==> src/hw/rtl/tcr_pkg.sv <==
// Shared types, widths and constants of the triangle coverage rasterizer.
package tcr_pkg;

    localparam int MAX_TRIANGLES = 256;
    localparam int FRACTION_BITS = 12;
    localparam int COORD_BITS    = 26;
    localparam int WORLD_UNITS   = 5;

    localparam int TRI_IDX_W  = $clog2(MAX_TRIANGLES);
    localparam int TRI_CNT_W  = $clog2(MAX_TRIANGLES + 1);
    localparam int VX_W       = 20;
    localparam int SIZE_W     = 13;
    localparam int PIX_W      = 12;
    localparam int COLOR_W    = 32;
    localparam int PROD_W     = VX_W + SIZE_W + 1;
    localparam int REM_W      = $clog2(WORLD_UNITS);
    localparam int DIV_SPLIT  = PROD_W / 2;
    localparam int DIV_IN_W   = DIV_SPLIT + REM_W;
    localparam int RECIP_SH   = DIV_IN_W + REM_W;
    localparam int RECIP_W    = RECIP_SH - REM_W + 1;
    localparam int DIV_Q_W    = DIV_IN_W - REM_W + 1;
    localparam logic [RECIP_W-1:0] RECIP =
        RECIP_W'(((64'd1 << RECIP_SH) + 64'(WORLD_UNITS) - 64'd1) / 64'(WORLD_UNITS));
    localparam int SUM_W      = PROD_W + 2;
    localparam int VTX_W      = 2 * COORD_BITS;
    localparam int DIFF_W     = COORD_BITS + 1;
    localparam int EPROD_W    = 2 * DIFF_W;
    localparam int EDGE_W     = EPROD_W + 1;
    localparam int ADDR_W     = 3;
    localparam int DATA_W     = 32;

    typedef enum logic [1:0] {
        OP_LOAD  = 2'd0,
        OP_QUERY = 2'd1,
        OP_CLEAR = 2'd2
    } op_t;

    typedef enum logic [1:0] {
        EDGE_AB = 2'd0,
        EDGE_BC = 2'd1,
        EDGE_CA = 2'd2
    } edge_t;

    typedef enum logic [3:0] {
        ST_IDLE,
        ST_MUL,
        ST_DIV_HI,
        ST_DIV_LO,
        ST_SAT,
        ST_WRITE,
        ST_QRD,
        ST_DIFF,
        ST_EMUL,
        ST_CHK,
        ST_DONE
    } state_t;

    typedef struct packed {
        logic  capture;
        logic  clear;
        logic  q_init;
        logic  mul;
        logic  div_hi;
        logic  div_lo;
        logic  sat;
        logic  write_vtx;
        logic  rd;
        logic  diff;
        edge_t edge_sel;
        logic  emul;
        logic  tri_next;
        logic  set_hit;
    } cmd_t;

    typedef struct packed {
        logic count_zero;
        logic last_tri;
        logic edge_ok;
    } status_t;

endpackage

==> src/hw/rtl/tcr_ctrl.sv <==
// Controller state machine of the triangle coverage rasterizer.
module tcr_ctrl (
    input  logic             clk,
    input  logic             rst_n,
    input  logic             start,
    input  logic [1:0]       op,
    input  tcr_pkg::status_t status,
    output tcr_pkg::cmd_t    cmd,
    output logic             busy,
    output logic             done
);
    import tcr_pkg::*;

    state_t               state_reg, state_next;
    edge_t                edge_reg, edge_next;

    always_ff @(posedge clk or negedge rst_n)
    begin
        if (!rst_n)
        begin
            state_reg   <= ST_IDLE;
            edge_reg    <= EDGE_AB;
        end
        else
        begin
            state_reg   <= state_next;
            edge_reg    <= edge_next;
        end
    end

    always_comb
    begin
        state_next   = state_reg;
        edge_next    = edge_reg;
        case (state_reg)
            ST_IDLE:
            begin
                if (start)
                begin
                    case (op)
                        OP_LOAD:  state_next = ST_MUL;
                        OP_QUERY: state_next = status.count_zero ? ST_DONE : ST_QRD;
                        default:  state_next = ST_IDLE;
                    endcase
                end
            end
            ST_MUL:    state_next = ST_DIV_HI;
            ST_DIV_HI: state_next = ST_DIV_LO;
            ST_DIV_LO: state_next = ST_SAT;
            ST_SAT:    state_next = ST_WRITE;
            ST_WRITE:  state_next = ST_IDLE;
            ST_QRD:
            begin
                edge_next  = EDGE_AB;
                state_next = ST_DIFF;
            end
            ST_DIFF:  state_next = ST_EMUL;
            ST_EMUL:  state_next = ST_CHK;
            ST_CHK:
            begin
                if (!status.edge_ok)
                begin
                    state_next = status.last_tri ? ST_DONE : ST_QRD;
                end
                else if (edge_reg == EDGE_CA)
                begin
                    state_next = ST_DONE;
                end
                else
                begin
                    edge_next  = (edge_reg == EDGE_AB) ? EDGE_BC : EDGE_CA;
                    state_next = ST_DIFF;
                end
            end
            ST_DONE:  state_next = ST_IDLE;
            default:  state_next = ST_IDLE;
        endcase
    end

    always_comb
    begin
        cmd          = '0;
        cmd.edge_sel = edge_reg;
        busy         = (state_reg != ST_IDLE);
        done         = 1'b0;
        case (state_reg)
            ST_IDLE:
            begin
                cmd.capture = start;
                cmd.clear   = start && (op == OP_CLEAR);
                cmd.q_init  = start && (op == OP_QUERY);
            end
            ST_MUL:    cmd.mul       = 1'b1;
            ST_DIV_HI: cmd.div_hi    = 1'b1;
            ST_DIV_LO: cmd.div_lo    = 1'b1;
            ST_SAT:    cmd.sat       = 1'b1;
            ST_WRITE:  cmd.write_vtx = 1'b1;
            ST_QRD:    cmd.rd        = 1'b1;
            ST_DIFF:   cmd.diff      = 1'b1;
            ST_EMUL:   cmd.emul      = 1'b1;
            ST_CHK:
            begin
                cmd.tri_next = !status.edge_ok && !status.last_tri;
                cmd.set_hit  = status.edge_ok && (edge_reg == EDGE_CA);
            end
            ST_DONE:  done = 1'b1;
            default:  done = 1'b0;
        endcase
    end

endmodule

==> config.mk <==
export PLATFORM = sky130hd
export DESIGN_NAME = tcr_ctrl
export DESIGN_NICKNAME = d
export VERILOG_FILES = /design/src/hw/rtl/tcr_pkg.sv /design/src/hw/rtl/tcr_ctrl.sv
export SDC_FILE = /design/constraint.sdc
export NUM_CORES = 1
export LEC_CHECK = 0
export BUFFER_PORTS_ARGS = -buffer_cell sky130_fd_sc_hd__buf_2
export CAP_MARGIN = 5
export CORE_AREA = 2 2 39 41
export DETAILED_ROUTE_END_ITERATION = 10
export DIE_AREA = 0 0 41 43
export GPL_TIMING_DRIVEN = 0
export PLACE_DENSITY = 0.74
export SETUP_SLACK_MARGIN = 0.3
export SKIP_CTS_REPAIR_TIMING = 1
export SYNTH_ARGS = -nofsm -noshare
export SYNTH_HDL_FRONTEND = slang
export SYNTH_SLANG_ARGS = --single-unit
==> constraint.sdc <==
create_clock -name clk -period 1.5 [get_ports clk]
set_clock_uncertainty 0.05 [all_clocks]
set_input_delay 0.075 -clock clk [delete_from_list [all_inputs] [get_ports clk]]
set_output_delay 0.075 -clock clk [all_outputs]
set_load 0.01 [all_outputs]
==> results of run 1 <==
## synth_stat cells
cell	number
nor2_1	8
dfrtp_1	6
buf_2	4
nand2_1	4
nand2b_1	4
nand3_1	3
and3_1	2
inv_1	2
nand3b_1	2
nor2b_1	2
nor3_1	2
nor3b_1	2
o21a_1	2
a211o_1	1
a211oi_1	1
a21bo_1	1
a21oi_1	1
a21oi_2	1
a22o_1	1
a311oi_1	1
a311oi_2	1
a31o_1	1
a32oi_1	1
and4b_1	1
and4bb_1	1
and4bb_4	1
buf_4	1
clkbuf_1	1
nor4_2	1
nor4b_1	1
nor4b_2	1
nor4bb_1	1
o21ba_1	1
o22a_1	1
o2bb2ai_1	1
or4_1	1
## stage by stage
stage	area [µm²]	utilization, %	hold WS [ps]	TNS [ps]	std cells
2_1_floorplan	602	-	-271	0	66
3_3_place_gp	737	53.3	-150	0	105
3_5_place_dp	737	53.3	-149	-12.0	105
4_1_cts	763	55.2	-418	-692	109
5_1_grt	1000	72.3	106	-974	119
6_report	1000	72.3	97.0	-295	119
## critical path: stages, from the launching register on
cell	delay, ps
dfrtp_2	450
nor4_4	330
nand2_1	130
nor3b_2	150
buf_2	140
## power groups by stage
stage | combinational, mW | clock [mW] | sequential [mW]
2_1_floorplan | 0.559 | 0 | 0.312
3_3_place_gp | 0.738 | 0 | 0.326
3_5_place_dp | 0.748 | 0 | 0.327
4_1_cts | 0.750 | 0.166 | 0.325
5_1_grt | 1.34 | 0.177 | 0.349
6_report | 1.24 | 0.161 | 0.336
## layout by cell type, fill, tap and decap left out, types with 2 or more instances in the layout
cell      synthesis  layout
o21a_1            2       2
nand3b_1          2       2
buf_4             1       7
nor4b_4           0       2
nand2b_1          4       2
nand2b_4          0       2
dfrtp_2           0       4
clkbuf_1          1       2
nor3_2            0       2
nand2_1           4       3
a21oi_4           0       2
buf_6             0       8
nor2_1            8       6
nor2b_1           2       2
dfrtp_1           6       2
clkbuf_4          0       3
nand3_1           3       3
buf_2             4      21
and3_1            2       2
nor3b_2           0       2
a311oi_2          1       2
## worst min-delay path by stage
stage / startpoint / end / slack, ps / cells past startpoint
finish: status[2] / state_reg[3]$_DFFE_PN0P_ / 100 / 3
global route: status[2] / state_reg[3]$_DFFE_PN0P_ / 110 / 3
CTS: rst_n / state_reg[0]$_DFFE_PN0P_ / -420 / 1
detailed placement: rst_n / state_reg[0]$_DFFE_PN0P_ / -150 / 1
global placement: rst_n / state_reg[0]$_DFFE_PN0P_ / -150 / 1
floorplan: rst_n / edge_reg[0]$_DFFE_PN0P_ / -270 / 0
## kinds of logic (layout without fill, tap and decap cells)
| group | after synthesis | count (layout) | share of synthesized area, % |
|---|---|---|---|
| simple gates | 37 | 37 | 43.0 |
| flops | 6 | 6 | 26.6 |
| buf+inv | 8 | 45 | 6.87 |
| compound gates | 15 | 15 | 23.5 |
## final cells by class
| class | count | area share [%] |
|---|---|---|
| Buffer | 6 | 6.88 |
| Clock buffer | 4 | 2.63 |
| Inverter | 2 | 0.750 |
| Multi-Input combinational cell | 52 | 51.0 |
| Tap cell | 16 | 2.00 |
| Timing Repair Buffer | 33 | 21.3 |
| Sequential cell | 6 | 15.5 |
## per-layer routing
metal | GRT usage, % | up-vias | wire (µm)
met5 | 0 | - | 0
met1 | 23.1 | 302 | 640
met2 | 23.4 | 26 | 835
met3 | 6.28 | 0 | 81
li1 | - | 321 | -
met4 | 2.00 | 0 | 0
==> summary.md, run 1 <==
| Metric | Value |
|---|---|
| Setup crit start | state_reg[1]$_DFFE_PN0P_ |
| Int Pwr | between 1 and 1.5 mW |
| N_diodes | 0 |
| Flop pwr share | 19.3% |
| Cell variety after synth | 36 |
| Ratio of cells with drive above 1 in the final layout | between 60 and 70% |
| H-tree depth | 1 |
| Nets | 112 |
| Die width | 41 µm |
| Area grow syn2layout | 77.4% |
| Critical Path End | cmd[13] |
| Vias per cell | 5.45 |
| DRC Markers | 0 |
| Setup slack after layout | -76.5 ps |
| Startpoint types | register |
| FF/Latch Area | 155 µm² |
| Failing checks | setup timing |
| Synth top area share | a little over a quarter |
| Kind of critical path | reg2out |
| Peak fanout along the critical path | 6 |
| Hold Vio Cnt, Final | 0 |
| FILL cells | 111 |
| Tot GR Track Use | 16.2% |
| Power, Total | 1.74 mW |
| Reg-to-reg startpoint | state_reg[2]$_DFFE_PN0P_ |
| Routed WL | about 1.6 mm |
| Global-route wire length before repair | roughly 2.0 mm |
| Largest net degree at the start of global routing | 11 |
| FF-to-FF End | state_reg[2]$_DFFE_PN0P_ |
| Final period demand of the worst path | 1580 ps |
| WL per Instance | 13.1 µm |
| Switching part of the total | 41.9% |
| Clk buf depth | 2 |
| RSZ-0062 raised after global routing | true |
| Clock transition at the registers of the reported paths | 50 ps |
| Initial Utilization | 40.8% |
| NetSw | between 0.7 and 0.8 mW |
| Comb power frac | a little over 70% |
| Top area cells in the synthesized netlist | dfrtp_1, nor2_1, nand2b_1, buf_2, and4bb_4 |
| R2R setup slack | -50 ps |
| F_max | 634 MHz |
| Remaining antenna violation count after routing | 0 |
| CTS tree | done |
| Mapped Cells | 66 |
| Seq/Total Area, Yosys | 26.6% |
| HP Class | in2reg |
| Gp weighted congestion | 0.738 |
| GRT Residual Overflow | 0 |
| Status | finished with violations |
| Tcrit/Tclk final | 105% |
| Slew margin rel. | slightly above 70% |
| Largest area contributor in the netlist | dfrtp_1 |
| Num CTS Buffers | 3 |
| Root buf cell | clkbuf_4 |
| Tightest Pin Transition | 420 ps |
| Number of global-route vias before repair | 445 |
| Netlist area before placement | 564 µm² |
| Dpl ws | -11.8 ps |
| Detail Placement HPWL | 929 µm |
| Largest register FFs | 4 |
| Setup violators final | 8 |
| Number of max-cap violations | 0 |
| Worst EP arrival | ~1500 ps |
| Crit. End Element | primary output |
| Drt first pass iters | 4 |
| Vias | 649 |
| DR iter-0 viols | 12 |
| IO buf count | 23 |
| Yosys warning count | 0 |
| VDD IR max | 0.00108 V |
| Clk_lat worst skew | roughly 250 ps |
| Clock network fraction of total power | 9.2% |
| Placeable Area | between 0.001 and 0.0015 mm² |
| CTS Sinks | 6 |
| Syn_area_per_cell | 8.55 µm² |
| Initial antenna violation count | 0 |
| Syn Nets | 74 |
| Flops & latches, synth | 6 |
| Crit path required time | 1370 ps |
| P per Cell Area | approximately 1700 mW/mm² |
| Static leakage | 0.457 nW |
| Max-slew violations | 0 |
| Core Rows | 14 |
| R2R depth | 4 |
| I/O pin count | 25 |
| Footprint of the multi-input gates | a little over 500 µm² |
| Die height | 43 µm |
| Die area | 0.00176 mm² |
(Power assumes the default switching activity.)
==> run 2: changes to the inputs <==
Settings changed: ABC_AREA set to 1, PLACE_DENSITY 0.74 to 0.7.
Clock period 1.5 ns to 1.8 ns, I/O delays scaled along.
==> run 2 against run 1 <==
Compared with the run above: the flow now finishes without violations; sequential share of layout area increased by 5.8 points; critical path type unchanged; clock-buffer cell count decreased by 1; first-iteration DRC count is 58% higher.
==> summary.md, run 2 <==
| Metric | Value |
|---|---|
| DRC Markers | 0 (unchanged) |
| DP Cell Count | 129 (+23%) |
| Netlist area before placement | 514 µm² (-8.9%) |
| Final Non-Filler Cells | 135 (+13%) |
| Placed cell area | 654 µm² (-11%) |
| FILL cells | 145 (+31%) |
| Critical Path End | cmd[1] |
| Flops & latches, synth | 6 (unchanged) |
| RSZ-0062 raised after global routing | false |
| Most common cell in the netlist | inv_1 |
| Kind of critical path | reg2out |
| Setup slack after layout | 392 ps (+468 ps) |
| Syn Nets | 97 (+31%) |
| Seq/Total Area, Yosys | 29.2% (+2.6 points) |
| Synth top area share | 29.2% (+2.6 points) |
| Routing usage on met2 | 24.7% (+1.3 points) |
| Number of max-cap violations | 0 (unchanged) |
| Peak fanout along the critical path | 4 (-2) |
| DR iter-0 viols | 19 (+7) |
| Die width | 41 µm (unchanged) |
| Syn_area_per_cell | 5.78 µm² (-32%) |
| R2R depth | 9 (+5) |
| Worst EP arrival | 1270 ps (-180 ps) |
| Vias | 619 (-4.6%) |
| P per Cell Area | 1400 mW/mm² (-19%) |
| Drt first pass iters | 4 (unchanged) |
| Largest family of logic cells by synthesized area | simple AND/OR/NAND/NOR gates |
| HP Class | in2reg |
| Top FF cell, synth | dfrtp_1 |
| Number of global-route vias before repair | 527 (+18%) |
| Largest net degree at the start of global routing | 7 (-4) |
| Placeable Area | 0.00138 mm² (unchanged) |
| CTS Sinks | 6 (unchanged) |
| Clk buf depth | 2 (unchanged) |
| F_max | 710 MHz |
| Met1 Use GR | 21.9% (-1.2 points) |
| Yosys warning count | 0 (unchanged) |
| H-tree depth | 1 (unchanged) |
| CTS tree | done |
| Static leakage | 0.477 nW (+4.3%) |
| Gp weighted congestion | 0.763 (+3.4%) |
| Die area | 0.00176 mm² (unchanged) |
| Initial Utilization | 37.2% (-3.6 points) |
| Tcrit/Tclk final | 78.2% |
| VDD IR max | 0.000560 V (-48%) |
| Largest area contributor in the netlist | dfrtp_1 |
| FF-to-FF End | state_reg[0]$_DFFE_PN0P_ |
| FF/Latch Area | 153 µm² (-1.6%) |
| Synth cell count leaders | inv_1, nor2_1, nand2_1 |
| Slew margin rel. | 87.1% (+15 points) |
| Root buf cell | clkbuf_4 |
| Synth Area in Simple Gates | 49.1% (+6.1 points) |
| Routed WL | 1.30 mm (-16%) |
| Final period demand of the worst path | ~1400 ps |
| Startpoint types | register |
| Crit path required time | 1660 ps (+290 ps) |
| Busiest grt layer | met2 |
| Clock transition at the registers of the reported paths | 40 ps (about the same) |
| Clk_lat worst skew | 240 ps (about the same) |
| M3 GR Usage | 1.57% (-4.7 points) |
| Cell variety after synth | 16 (-56%) |
| Vias per cell | 4.59 (-16%) |
| Global-route wire length before repair | 2.00 mm (+1.1%) |
| Tot GR Track Use | 16.2% (+0.033 points) |
| Setup violators final | 0 (-8) |
| Design area | 717 µm² (-28%) |
| Top area cells in the synthesized netlist | dfrtp_1, inv_1, nor2_1, nand2_1, nand3_1 |
| Tightest Pin Transition | 192 ps (-227 ps) |
| I/O pin count | 25 (unchanged) |
| WL per Instance | 9.64 µm (-26%) |
| Sum Neg Setup Slack | 0 ps (+295 ps) |
| N_diodes | 0 (unchanged) |
| Post-synthesis compound-gate area fraction | 5.60% (-18 points) |
| XOR/XNOR share of the synthesized area | 0% (unchanged) |
| Crit. End Element | primary output |
| Area grow syn2layout | 39.4% |
| Hold Crit Depth | 3 (unchanged) |
| Mapped Cells | 89 (+35%) |
| Remaining antenna violation count after routing | 0 (unchanged) |
| Largest register FFs | 4 (unchanged) |
| Hold WS | 97.5 ps (+0.499 ps) |
| Die height | 43 µm (unchanged) |
| Status | finished, final reports clean |
| Most common cell after layout, fill and taps aside | buf_2 |
| Dpl ws | 482 ps (+493 ps) |
| Reg-to-reg startpoint | state_reg[0]$_DFFE_PN0P_ |
| Post-Synth Adder-Cell Area | 0% (unchanged) |
| Max-slew violations | 0 (unchanged) |
| Nets | 129 (+15%) |
| Core Rows | 14 (unchanged) |
| Detail Placement HPWL | 1.02 mm (+10%) |
| Num CTS Buffers | 3 (unchanged) |
| IO buf count | 24 (+4.3%) |
| Setup crit start | state_reg[2]$_DFFE_PN0P_ |
| Footprint of the multi-input gates | 294 µm² (-42%) |
| Initial antenna violation count | 0 (unchanged) |
| EDFF count, synth | 0 (unchanged) |
| GRT Residual Overflow | 0 (unchanged) |
| R2R setup slack | 500 ps (+550 ps) |
| Post-synth ARST share | 100% (unchanged) |
| Most frequent cells in the layout | buf_2, inv_1, nor2_1, nand2_1, nand3_1 |
| Ratio of cells with drive above 1 in the final layout | 33.6% (-30 points) |
| Hold Vio Cnt, Final | 0 (unchanged) |
| Post-synthesis mux area share | 0% (unchanged) |
run 2: power breakdown:
group	internal, mW	switching (mW)	total (mW)
Clock	0.0750	0.0421	0.117
Combinational	0.238	0.388	0.626
Sequential	0.191	0.0711	0.262
run 2: worst max-delay path, stage by stage, from the launching register on:
cell and delay, ps:
dfrtp_1 420, inv_1 90, nand2_1 100, nor2_4 160, nand2_1 90, inv_1 50, buf_2 120
run 2: cells by family after synthesis:
family | count (synthesis)
AOI/OAI and AO/OA | 5
buffers and inverters | 22
DFF | 6
and+or+nand+nor | 56
run 2: metal layers:
layer | wire, µm | up-vias
met4 | 0 | 0
met2 | 654 | 12
li1 | - | 325
met1 | 602 | 282
met5 | 0 | -
met3 | 45 | 0
run 2: stage by stage:
stage | utilization, % | power (mW)
5_1_grt | 51.8 | 1.11
2_1_floorplan | - | 0.643
3_5_place_dp | 47.3 | 0.816
4_1_cts | 48.9 | 0.942
3_3_place_gp | 47.3 | 0.805
6_report | 51.8 | 1.00
run 2: area by class of cell:
cell class	count	share of cell area (%)
multi-input cells	61	41.0
inverters	22	11.5
repair buffers	27	20.2
well taps	16	2.79
flip-flops and latches	6	21.3
clock buffers	3	3.14
run 2: worst min path at each step:
| stage | startpoint | endpoint | slack (ps) |
|---|---|---|---|
| floorplan | rst_n | edge_reg[0]$_DFFE_PN0P_ | -260 |
| global placement | rst_n | edge_reg[0]$_DFFE_PN0P_ | -140 |
| detailed placement | rst_n | edge_reg[1]$_DFFE_PN0P_ | -130 |
| CTS | rst_n | edge_reg[1]$_DFFE_PN0P_ | -390 |
| global route | start | state_reg[3]$_DFFE_PN0P_ | 110 |
| finish | start | state_reg[3]$_DFFE_PN0P_ | 100 |
==> run 3: changes to the inputs <==
Clock period 1.8 ns to 1.4 ns, I/O delays scaled along.
==> run 3 against run 2 <==
Compared with the run above: the run now ends with setup timing left; combinational power rose by 82%; critical endpoint is now cmd[12]; sequential cell count unchanged; total power increased by 65%; clock-buffer cell count unchanged; sequential power is 37% higher; global-route usage fell by 1.9 points; sequential share of layout area shrank 3.1 points; largest cell class unchanged; highest routed layer unchanged; largest power group unchanged.
==> summary.md, run 3 (same netlist as run 2, synthesis figures left out) <==
| Metric | Value |
|---|---|
| P per Cell Area | 1940 mW/mm² (+38%) |
| Detail Placement HPWL | 994 µm (-2.8%) |
| CTS Sinks | 6 (unchanged) |
| Failing checks | setup timing |
| M3 GR Usage | 1.57% (unchanged) |
| Placeable Area | 0.00138 mm² (unchanged) |
| Peak fanout along the critical path | 4 (unchanged) |
| Root buf cell | clkbuf_4 |
| DP Cell Count | 129 (unchanged) |
| Startpoint types | register |
| Final period demand of the worst path | 1400 ps |
| Nets | 137 (+6.2%) |
| Die height | 43 µm (unchanged) |
| Number of max-cap violations | 0 (unchanged) |
| Crit path required time | 1280 ps (-380 ps) |
| Area grow syn2layout | 65.9% |
| F_max | 714 MHz |
| Crit. End Element | primary output |
| Largest net degree at the start of global routing | 7 (unchanged) |
| Drt first pass iters | 5 (+1) |
| I/O pin count | 25 (unchanged) |
| DR iter-0 viols | 14 (-5) |
| HP Class | in2reg |
| Setup slack after layout | -1.43 ps (-393 ps) |
| Hold Vio Cnt, Final | 0 (unchanged) |
| Max-slew violations | 0 (unchanged) |
| Slew margin rel. | 87.0% (about the same) |
| Final Non-Filler Cells | 143 (+5.9%) |
| Die width | 41 µm (unchanged) |
| Setup violators final | 1 (+1) |
| RSZ-0062 raised after global routing | true |
| Status | finished with violations |
| Worst EP arrival | 1280 ps (about the same) |
| Met1 Use GR | 18.7% (-3.3 points) |
| Tcrit/Tclk final | 100% |
| DRC Markers | 0 (unchanged) |
| Most frequent cells in the layout | buf_2, inv_1, nor2_1 |
| Remaining antenna violation count after routing | 0 (unchanged) |
| Tightest Pin Transition | 194 ps (+1.96 ps) |
| Routing usage on met2 | 22.8% (-1.9 points) |
| Largest register FFs | 4 (unchanged) |
| Tot GR Track Use | 14.3% (-1.9 points) |
| Num CTS Buffers | 3 (unchanged) |
| Gp weighted congestion | 0.780 (+2.2%) |
| WL per Instance | 9.97 µm (+3.4%) |
| Most common cell after layout, fill and taps aside | buf_2 |
| IO buf count | 24 (unchanged) |
| Busiest grt layer | met2 |
| Die area | 0.00176 mm² (unchanged) |
| Power, Total | 1.65 mW (+65%) |
| Core Rows | 14 (unchanged) |
| Number of global-route vias before repair | 475 (-9.9%) |
| VDD IR max | 0.000965 V (+72%) |
| Clk buf depth | 2 (unchanged) |
| Clock transition at the registers of the reported paths | 40 ps (about the same) |
| Static leakage | 0.513 nW (+7.6%) |
| Vias per cell | 4.55 (-0.71%) |
| N_diodes | 0 (unchanged) |
| Global-route wire length before repair | 1.75 mm (-12%) |
| FILL cells | 131 (-9.7%) |
| Vias | 651 (+5.2%) |
| GRT Residual Overflow | 0 (unchanged) |
| Clk_lat worst skew | 240 ps (about the same) |
| Ratio of cells with drive above 1 in the final layout | 51.2% (+18 points) |
| Initial Utilization | 37.2% (unchanged) |
| Initial antenna violation count | 0 (unchanged) |
| Kind of critical path | reg2out |
| CTS tree | done |
| Routed WL | 1.43 mm (+9.5%) |
| H-tree depth | 1 (unchanged) |
==> run 3: worst max-delay path, cell delays in order (launching register included) <==
cell     delay [ps]
dfrtp_2         440
nor2_4          180
nand4_1         180
nor2_1          110
buf_2           130
==> run 3: metal layers <==
layer / wire length [µm] / share of wire (%)
met3: 44 / 3.1
met1: 612 / 43
met4: 0 / 0
met5: 0 / 0
met2: 769 / 54
==> run 3: area by class of cell <==
| type | instances | area (µm²) | area share, % |
|---|---|---|---|
| Clock buffer | 3 | 22.5 | 2.64 |
| Inverter | 22 | 82.6 | 9.68 |
| Multi-Input combinational cell | 61 | 343 | 40.2 |
| Sequential cell | 6 | 155 | 18.2 |
| Tap cell | 16 | 20.0 | 2.35 |
| Timing Repair Buffer | 35 | 230 | 27.0 |
==> run 3: per-stage QoR <==
stage	cell area, µm²	setup TNS [ps]	setup WS, ps	utilization [%]	hold slack [ps]
floorplan	528	0	272	-	-276
global placement	668	0	189	48.3	-156
detailed placement	668	0	168	48.3	-152
CTS	691	-84.5	-50.1	49.9	-413
global route	853	-325	-97.0	61.7	96.4
finish	853	-1.43	-1.43	61.7	85.6
==> run 3: worst paths after layout <==
| path | from | end | slack (ps) | cells after the start |
|---|---|---|---|---|
| min reg2reg | edge_reg[1]$_DFFE_PN0P_ | edge_reg[1]$_DFFE_PN0P_ | 550 | 1 |
| max | state_reg[1]$_DFFE_PN0P_ | cmd[12] | -1 | 4 |
| min | start | state_reg[3]$_DFFE_PN0P_ | 90 | 3 |
| min in group asynchronous | rst_n | state_reg[3]$_DFFE_PN0P_ | 130 | 2 |
| max in group asynchronous | rst_n | state_reg[2]$_DFFE_PN0P_ | 1020 | 2 |
| max reg2reg | state_reg[1]$_DFFE_PN0P_ | edge_reg[1]$_DFFE_PN0P_ | 30 | 8 |
==> run 3: power by group <==
group          internal (mW)  total (mW)  switching, mW
Sequential             0.249       0.358          0.109
Clock                 0.0964       0.151         0.0545
Combinational          0.525        1.14          0.620
Total                  0.870        1.65          0.784
